`config.mk`:
```
export PLATFORM = sky130hd
export DESIGN_NAME = integer_to_ascii_radix_top
export DESIGN_NICKNAME = d
export VERILOG_FILES = /design/src/design/i2a_pkg.sv /design/src/design/i2a_divider.sv /design/src/design/integer_to_ascii_radix_top.sv
export SDC_FILE = /design/constraint.sdc
export NUM_CORES = 1
export LEC_CHECK = 0
export ABC_AREA = 1
export BUFFER_PORTS_ARGS = -buffer_cell sky130_fd_sc_hd__clkbuf_2
export CAP_MARGIN = 10
export CORE_MARGIN = 2
export CORE_UTILIZATION = 30
export CTS_BUF_LIST = sky130_fd_sc_hd__clkbuf_8
export DETAILED_ROUTE_END_ITERATION = 10
export HOLD_SLACK_MARGIN = 0.03
export PLACE_DENSITY = 0.44
export SLEW_MARGIN = 10
export SYNTH_ARGS = -nofsm -noshare
export SYNTH_HDL_FRONTEND = slang
export SYNTH_HIERARCHICAL = 1
export SYNTH_SLANG_ARGS = --single-unit
```
`constraint.sdc`:
```
create_clock -name clock -period 6 [get_ports clock]
set_clock_uncertainty 0.2 [all_clocks]
set_input_delay 0 -clock clock [delete_from_list [all_inputs] [get_ports clock]]
set_output_delay 0 -clock clock [all_outputs]
set_load 0.05 [all_outputs]
```
`src/design/i2a_pkg.sv`:
```
// ----------------------------------------------------------------------------
// Integer to ASCII radix converter: shared definitions
// Types, widths, character codes and the digit glyph function used by the
// converter and its divider.
// ----------------------------------------------------------------------------
package i2a_pkg;

   localparam int RADIX_WIDTH = 5;
   localparam int DIGIT_WIDTH = 4;
   localparam int CHAR_WIDTH  = 7;

   // Quotient bits that the divider resolves in one clock.
   localparam int DIV_BITS_PER_CYCLE = 4;

   localparam logic [RADIX_WIDTH-1:0] RADIX_MIN = 5'd2;
   localparam logic [RADIX_WIDTH-1:0] RADIX_MAX = 5'd16;

   localparam logic [CHAR_WIDTH-1:0] CHAR_ZERO    = 7'h30;
   localparam logic [CHAR_WIDTH-1:0] CHAR_LOWER_A = 7'h61;
   localparam logic [CHAR_WIDTH-1:0] CHAR_MINUS   = 7'h2d;

   typedef enum logic [2:0] {
      ST_IDLE,
      ST_DIVIDE,
      ST_SIGN,
      ST_READ,
      ST_EMIT
   } i2a_state_type;

   // Status that the divider returns to the sequencer.
   typedef struct packed {
      logic                   done;
      logic [DIGIT_WIDTH-1:0] remainder;
   } i2a_div_status_type;

   // Lower-case ASCII glyph of one digit, 0 to f.
   function automatic logic [CHAR_WIDTH-1:0] digit_glyph(input logic [DIGIT_WIDTH-1:0] d);
      logic [CHAR_WIDTH-1:0] ext;
      ext = CHAR_WIDTH'(d);
      if (d < 4'd10) begin
         return CHAR_ZERO + ext;
      end else begin
         return CHAR_LOWER_A + ext - 7'd10;
      end
   endfunction

endpackage

```
`src/design/i2a_divider.sv`:
```
// ----------------------------------------------------------------------------
// Integer to ASCII radix converter: iterative divider
// Divides an unsigned value by a radix of 2 to 16, resolving several
// quotient bits per clock by restoring compare and subtract.
// ----------------------------------------------------------------------------
module i2a_divider #(
   parameter int VALUE_WIDTH = 32
) (
   input  logic                                clock,
   input  logic                                reset,
   input  logic                                start,
   input  logic [VALUE_WIDTH-1:0]              dividend,
   input  logic [i2a_pkg::RADIX_WIDTH-1:0]     divisor,
   output logic [VALUE_WIDTH-1:0]              quotient,
   output i2a_pkg::i2a_div_status_type         status
);
   import i2a_pkg::*;

   localparam int STEPS  = (VALUE_WIDTH + DIV_BITS_PER_CYCLE - 1) / DIV_BITS_PER_CYCLE;
   localparam int PAD_W  = STEPS * DIV_BITS_PER_CYCLE;
   localparam int CNT_W  = (STEPS > 1) ? $clog2(STEPS) : 1;

   logic [PAD_W-1:0]       work_ff, work_in;
   logic [DIGIT_WIDTH-1:0] rem_ff, rem_in;
   logic [RADIX_WIDTH-1:0] div_ff, div_in;
   logic [CNT_W-1:0]       cnt_ff, cnt_in;
   logic                   busy_ff, busy_in;
   logic                   done_ff, done_in;

   always_ff @(posedge clock) begin
      if (reset) begin
         busy_ff <= 1'b0;
         done_ff <= 1'b0;
      end else begin
         busy_ff <= busy_in;
         done_ff <= done_in;
      end
      work_ff <= work_in;
      rem_ff  <= rem_in;
      div_ff  <= div_in;
      cnt_ff  <= cnt_in;
   end

   always_comb begin
      logic [RADIX_WIDTH-1:0] trial;
      logic [DIGIT_WIDTH-1:0] r;
      logic [PAD_W-1:0]       w;
      r       = rem_ff;
      w       = work_ff;
      // The partial remainder stays below the divisor, so each trial fits in five bits.
      for (int i = 0; i < DIV_BITS_PER_CYCLE; i++) begin
         trial = {r, w[PAD_W-1]};
         w     = {w[PAD_W-2:0], 1'b0};
         if (trial >= div_ff) begin
            trial = trial - div_ff;
            w[0]  = 1'b1;
         end
         r = trial[DIGIT_WIDTH-1:0];
      end

      work_in = work_ff;
      rem_in  = rem_ff;
      div_in  = div_ff;
      cnt_in  = cnt_ff;
      busy_in = busy_ff;
      done_in = 1'b0;
      if (start) begin
         work_in = PAD_W'(dividend);
         rem_in  = '0;
         div_in  = divisor;
         cnt_in  = CNT_W'(STEPS - 1);
         busy_in = 1'b1;
      end else if (busy_ff) begin
         work_in = w;
         rem_in  = r;
         cnt_in  = cnt_ff - CNT_W'(1);
         if (cnt_ff == '0) begin
            busy_in = 1'b0;
            done_in = 1'b1;
         end
      end
   end

   assign quotient         = work_ff[VALUE_WIDTH-1:0];
   assign status.done      = done_ff;
   assign status.remainder = rem_ff;

endmodule

```
`src/design/integer_to_ascii_radix_top.sv`:
```
// ----------------------------------------------------------------------------
// Integer to ASCII radix converter: top level
// Turns one number into its ASCII digits in a chosen radix, one character
// per output item, most significant digit first.
// ----------------------------------------------------------------------------
// Each input item carries a value, a radix and a signed-mode flag. A radix
// below 2 acts as 2 and one above 16 acts as 16. In signed mode a value with
// its top bit set is negated (the most negative value wraps and prints
// correctly) and a minus sign goes out first. Digits use lower-case letters,
// carry no leading zeros, and zero prints as a single '0'; rsp_last marks the
// final character. The block works on one item at a time and holds req_stall
// high until the item's last character has been handed to the output
// register. Digits are produced least significant first by one shared
// divider that resolves four quotient bits per clock. For each digit the
// divider is loaded and then runs ceil(VALUE_WIDTH/4) division steps (eight
// at the default width); the remainder is written into a small digit store.
// The store is then read back from the top, each character by a registered
// read and then an output load, which waits while rsp_stall holds the output
// register. A minus sign, if any, goes out before the digits.
// ----------------------------------------------------------------------------
module integer_to_ascii_radix_top #(
   parameter int VALUE_WIDTH       = 32,
   parameter int DIGIT_STORE_DEPTH = 32
) (
   input  logic                                clock,
   input  logic                                reset,
   input  logic                                req_valid,
   output logic                                req_stall,
   input  logic [VALUE_WIDTH-1:0]              req_value,
   input  logic [i2a_pkg::RADIX_WIDTH-1:0]     req_radix,
   input  logic                                req_signed_mode,
   output logic                                rsp_valid,
   input  logic                                rsp_stall,
   output logic [i2a_pkg::CHAR_WIDTH-1:0]      rsp_character,
   output logic                                rsp_last
);
   import i2a_pkg::*;

   // The counter must hold the depth itself; the store address only has to index below it.
   localparam int CNT_W  = $clog2(DIGIT_STORE_DEPTH + 1);
   localparam int ADDR_W = $clog2(DIGIT_STORE_DEPTH);

   i2a_state_type state_ff, state_in;

   // Digit count: grows while dividing, then counts down while emitting.
   logic [CNT_W-1:0]       cnt_ff, cnt_in;
   logic                   neg_ff, neg_in;
   logic [RADIX_WIDTH-1:0] radix_ff, radix_in;

   logic                   rsp_valid_ff, rsp_valid_in;
   logic [CHAR_WIDTH-1:0]  rsp_char_ff, rsp_char_in;
   logic                   rsp_last_ff, rsp_last_in;

   // Digit store, least significant digit at address zero.
   logic [DIGIT_WIDTH-1:0] store_mem [DIGIT_STORE_DEPTH];
   logic [DIGIT_WIDTH-1:0] rd_data_ff;
   logic                   wr_en;
   logic [ADDR_W-1:0]      wr_addr;
   logic                   rd_en;
   logic [CNT_W-1:0]       rd_idx;

   logic                   div_start;
   logic [VALUE_WIDTH-1:0] div_dividend;
   logic [RADIX_WIDTH-1:0] div_divisor;
   logic [VALUE_WIDTH-1:0] div_quotient;
   i2a_div_status_type     div_status;

   logic                   req_accept;
   logic                   out_free;
   logic [RADIX_WIDTH-1:0] radix_clamped;
   logic                   req_negative;
   logic [VALUE_WIDTH-1:0] req_magnitude;

   i2a_divider #(
      .VALUE_WIDTH (VALUE_WIDTH)
   ) u_divider (
      .clock    (clock),
      .reset    (reset),
      .start    (div_start),
      .dividend (div_dividend),
      .divisor  (div_divisor),
      .quotient (div_quotient),
      .status   (div_status)
   );

   assign req_stall  = (state_ff != ST_IDLE);
   assign req_accept = req_valid && !req_stall;
   assign out_free   = !rsp_valid_ff || !rsp_stall;

   always_comb begin
      if (req_radix < RADIX_MIN) begin
         radix_clamped = RADIX_MIN;
      end else if (req_radix > RADIX_MAX) begin
         radix_clamped = RADIX_MAX;
      end else begin
         radix_clamped = req_radix;
      end
   end

   // Two's complement negation wraps within the value width, which gives the
   // right magnitude for the most negative value as well.
   assign req_negative  = req_signed_mode && req_value[VALUE_WIDTH-1];
   assign req_magnitude = req_negative ? (~req_value + VALUE_WIDTH'(1)) : req_value;

   assign rd_idx  = cnt_ff - CNT_W'(1);
   assign wr_addr = cnt_ff[ADDR_W-1:0];

   always_ff @(posedge clock) begin
      if (reset) begin
         state_ff     <= ST_IDLE;
         cnt_ff       <= '0;
         neg_ff       <= 1'b0;
         rsp_valid_ff <= 1'b0;
      end else begin
         state_ff     <= state_in;
         cnt_ff       <= cnt_in;
         neg_ff       <= neg_in;
         rsp_valid_ff <= rsp_valid_in;
      end
      radix_ff    <= radix_in;
      rsp_char_ff <= rsp_char_in;
      rsp_last_ff <= rsp_last_in;
   end

   always_ff @(posedge clock) begin
      if (wr_en) begin
         store_mem[wr_addr] <= div_status.remainder;
      end
      if (rd_en) begin
         rd_data_ff <= store_mem[rd_idx[ADDR_W-1:0]];
      end
   end

   always_comb begin
      state_in     = state_ff;
      cnt_in       = cnt_ff;
      neg_in       = neg_ff;
      radix_in     = radix_ff;
      rsp_char_in  = rsp_char_ff;
      rsp_last_in  = rsp_last_ff;
      rsp_valid_in = rsp_valid_ff && rsp_stall;
      div_start    = 1'b0;
      div_dividend = div_quotient;
      div_divisor  = radix_ff;
      wr_en        = 1'b0;
      rd_en        = 1'b0;

      unique case (state_ff)
         ST_IDLE: begin
            if (req_accept) begin
               div_start    = 1'b1;
               div_dividend = req_magnitude;
               div_divisor  = radix_clamped;
               radix_in     = radix_clamped;
               neg_in       = req_negative;
               cnt_in       = '0;
               state_in     = ST_DIVIDE;
            end
         end
         ST_DIVIDE: begin
            // Each finished division yields one digit; the quotient feeds the next one.
            if (div_status.done) begin
               wr_en  = 1'b1;
               cnt_in = cnt_ff + CNT_W'(1);
               if (div_quotient != '0) begin
                  div_start = 1'b1;
               end else if (neg_ff) begin
                  state_in = ST_SIGN;
               end else begin
                  state_in = ST_READ;
               end
            end
         end
         ST_SIGN: begin
            if (out_free) begin
               rsp_valid_in = 1'b1;
               rsp_char_in  = CHAR_MINUS;
               rsp_last_in  = 1'b0;
               state_in     = ST_READ;
            end
         end
         ST_READ: begin
            rd_en    = 1'b1;
            state_in = ST_EMIT;
         end
         ST_EMIT: begin
            if (out_free) begin
               rsp_valid_in = 1'b1;
               rsp_char_in  = digit_glyph(rd_data_ff);
               rsp_last_in  = (cnt_ff == CNT_W'(1));
               cnt_in       = rd_idx;
               state_in     = (cnt_ff == CNT_W'(1)) ? ST_IDLE : ST_READ;
            end
         end
         default: begin
            state_in = ST_IDLE;
         end
      endcase
   end

   assign rsp_valid     = rsp_valid_ff;
   assign rsp_character = rsp_char_ff;
   assign rsp_last      = rsp_last_ff;

   // An accepted item always starts a division.
   a_accept_starts_divide: assert property (@(posedge clock) disable iff (reset)
      req_accept |=> (state_ff == ST_DIVIDE))
      else $error("accepted item did not start a division");

   // A digit is never written beyond the end of the store.
   a_store_in_range: assert property (@(posedge clock) disable iff (reset)
      (state_ff == ST_DIVIDE && div_status.done) |-> (cnt_ff < CNT_W'(DIGIT_STORE_DEPTH)))
      else $error("digit store write out of range");

   // The least significant digit goes out marked last and frees the input side.
   a_last_digit_marked: assert property (@(posedge clock) disable iff (reset)
      (state_ff == ST_EMIT && out_free && cnt_ff == CNT_W'(1))
         |=> (rsp_valid && rsp_last && state_ff == ST_IDLE))
      else $error("final digit not marked last");

   // The divider only reports a result while the sequencer is collecting digits.
   a_done_only_dividing: assert property (@(posedge clock) disable iff (reset)
      div_status.done |-> (state_ff == ST_DIVIDE))
      else $error("divider finished outside the divide phase");

endmodule
```
==> reports/results.tsv <==
metric	value	unit
insertion_delay	0.55	ns
synth_nets	1332	
yosys.area.top_type	edfxtp_1	
ctsRootBufferMaster	clkbuf_8	
start_util	0.303	
synth_area_per_cell	8.75	um2
fin_crit	5.14	ns
rsz0062_at_grt	no	
wl	29000	um
synth_area	11000	um2
yosys-top-cells-area	edfxtp_1, nand2_1, nor2_1	
cp.arrival	5.21	ns
hold_path_class	input port to flop	
die_w	196	um
grt_pass1_wl	46300	um
synthArstFlopShare	0	
rows	70	
num_vias	8649	
gr-total-overflow	0	
power.internal	3.31	mW
hold_depth	7	
dieArea	38200	um2
combPwrFrac	0.448	
p_leak	5.30	nW
ant_nets	0	
crit_type	flop to flop	
post_cts_buffers	0	
die_h	196	um
ys_types	52	
setup_viol	0	
reg2regPathDepth	29	
path_max_fanout	8	
drv_slew	0	
clk_path_buf_depth	3	
core	36300	um2
drc	0	
grt_usage	0.153	
finalSetupTns	0	ns
max_freq	0.194	GHz
seqPwrFrac	0.331	
antenna_found_initial	0	
slew_headroom	0.299	
status	completed	
antennaDiodeCount	0	
io_buffers	51	
drtIter0Drc	383	
syn_inst	1258	
tightest_slew	1.05	ns
synth_flop_cell	edfxtp_1	
max_stage_delay	0.46	ns
drv_cap	0	
routedWlPerCell	15.6	um
switching_power	2.31	mW
switching_share	0.411	
pin_count	52	
cp_common_cell	nand2_1	
worst_setup_path_start_kind	flop	
hpwl	19500	um
drive_gt1_frac	0.117	
cellPowerDensity	436	nW/um2
yosysSeqAreaShare	0.528	
htree_num_levels	2	
synth_top_area_share	0.483	
cts_made_buffers	37	
yosys_warnings	6	
crit_required	6.06	ns
synth_edf_count	177	
place_congestion	0.796	
grt_max_degree	71	
endpoint_kind	flop	
grt_pass1_vias	8531	
dr.pass1.iters	4	
setup_slack	0.855	ns
cts.reportedPaths.clkPinSlew	0.06	ns
numClockSinks	202	
fill_cells	3730	
hold_viol_final	0	
min_period_over_period	0.857	
dpl_worst_slack	0.772	ns
nets	1438	
slowest_stage	edfxtp_1	
ys_ff_latch	202	
via_per_inst	4.66	
pwr-share-clk	0.221	
peakVddDrop	0.205	mV
syn_to_final_growth	17.0	%
cts_tree	built	
## cells in the mapped netlist (2+ instances only)
library cell	number
nand3_4	2
edfxtp_1	177
fa_1	4
buf_4	9
inv_2	10
nand2_1	319
nor3_1	3
nor2_4	2
a21oi_1	21
nand4_1	14
dfxtp_1	25
o31ai_1	2
xor2_1	10
buf_2	14
nand2_2	7
o21ai_1	13
nor2_2	6
or2_2	2
buf_6	4
o211ai_1	31
clkbuf_1	17
nor2_1	200
buf_1	2
a31oi_1	3
ha_1	28
a22oi_1	2
o21ai_0	103
o21a_1	2
nand3_1	84
nand3_2	13
xnor2_1	6
inv_1	103
## critical path: cells and delay by family, from the launching register on
kind                       cells  cell delay, ns
and+or+nand+nor               17            1.60
adders and majority gates      4            1.27
AOI/OAI and AO/OA              5            0.92
DFF                            1            0.46
buffers and inverters          3            0.45
## metrics by stage
step	hold WS (ns)	utilization	instance area [um2]	total power, mW	instances
after floorplan	-0.131	-	11000	3.75	1258
after global placement	0.0862	0.322	11700	4.39	1743
after detailed placement	0.0884	0.322	11700	4.41	1743
after CTS	0.0504	0.355	12900	5.71	1858
after global routing	0.125	0.355	12900	6.12	1858
final	0.0257	0.355	12900	5.62	1858
## registers in the layout, summed over array words and instances, names as in the netlist, 3 cells and up
register and flops:
radix_ff 5, u_divider/rem_ff 4, u_divider/cnt_ff 3, state_ff 3, rd_data_ff 4, rsp_character 7
store_mem 128, cnt_ff 6, u_divider/div_ff 5, u_divider/quotient 32
## cells in the final DEF (no fill, tap or decap), drive strengths merged, types with 28 or more instances in the layout
cell         synthesis  routed
nor2               208     208
clkbuf              17      91
edfxtp             177     177
o21ai              117     117
o211ai              31      31
nand2              326     326
ha                  28      28
inv                115     124
dlygate4sd3          0      50
nand3               99      99
## logic make-up (layout without fill, tap and decap cells)
family,after synthesis,count (layout),share of synthesized area
other,1,1,0.000341
xor gates and xnor gates,18,18,0.0167
and+or+nand+nor,658,658,0.255
muxes,1,1,0.000909
AOI/OAI and AO/OA,185,185,0.0964
buffers and inverters,161,293,0.0630
DFF,202,202,0.528
adders and majority gates,32,32,0.0391
## per-layer routing
metal	global-route usage	wire (um)	up-vias	part of all wire
li1	-	-	4440	-
met1	0.204	13600	4050	0.47
met2	0.263	14000	126	0.48
met3	0.0207	1020	33	0.035
met4	0.0345	408	0	0.014
met5	0	0	-	0
## what timing repair did
action                                 in CTS  in global routing
endpoints found under the hold margin      62                  0
resized for setup                           0                  0
hold buffers                               50                  0
## worst paths after layout
kind / slack [ns] / startpoint / endpoint
worst max-delay path: 0.86 / u_divider/div_ff[1]$_DFFE_PP_ / u_divider/quotient[0]$_DFFE_PP_
worst min-delay path: 0.03 / req_value[1] / u_divider/quotient[1]$_DFFE_PP_
worst max register to register: 0.86 / u_divider/div_ff[1]$_DFFE_PP_ / u_divider/quotient[0]$_DFFE_PP_
worst min register to register: 0.26 / neg_ff$_SDFFE_PP0P_ / neg_ff$_SDFFE_PP0P_
## power groups by stage
stage | logic [mW] | clock network [mW] | registers [mW]
6_report | 2.52 | 1.24 | 1.86
5_1_grt | 2.89 | 1.35 | 1.88
4_1_cts | 2.56 | 1.29 | 1.86
3_5_place_dp | 2.52 | 0 | 1.89
3_3_place_gp | 2.50 | 0 | 1.89
2_1_floorplan | 1.86 | 0 | 1.90
## cell type report
class,count,area [um2],area share
clock buffers,40,551,0.0427
repair buffers,113,846,0.0656
flip-flops and latches,202,5820,0.451
multi-input cells,895,4500,0.349
inverters,115,439,0.0341
clock inverters,25,148,0.0115
well taps,468,586,0.0454
Power figures use the tool's default switching activity.
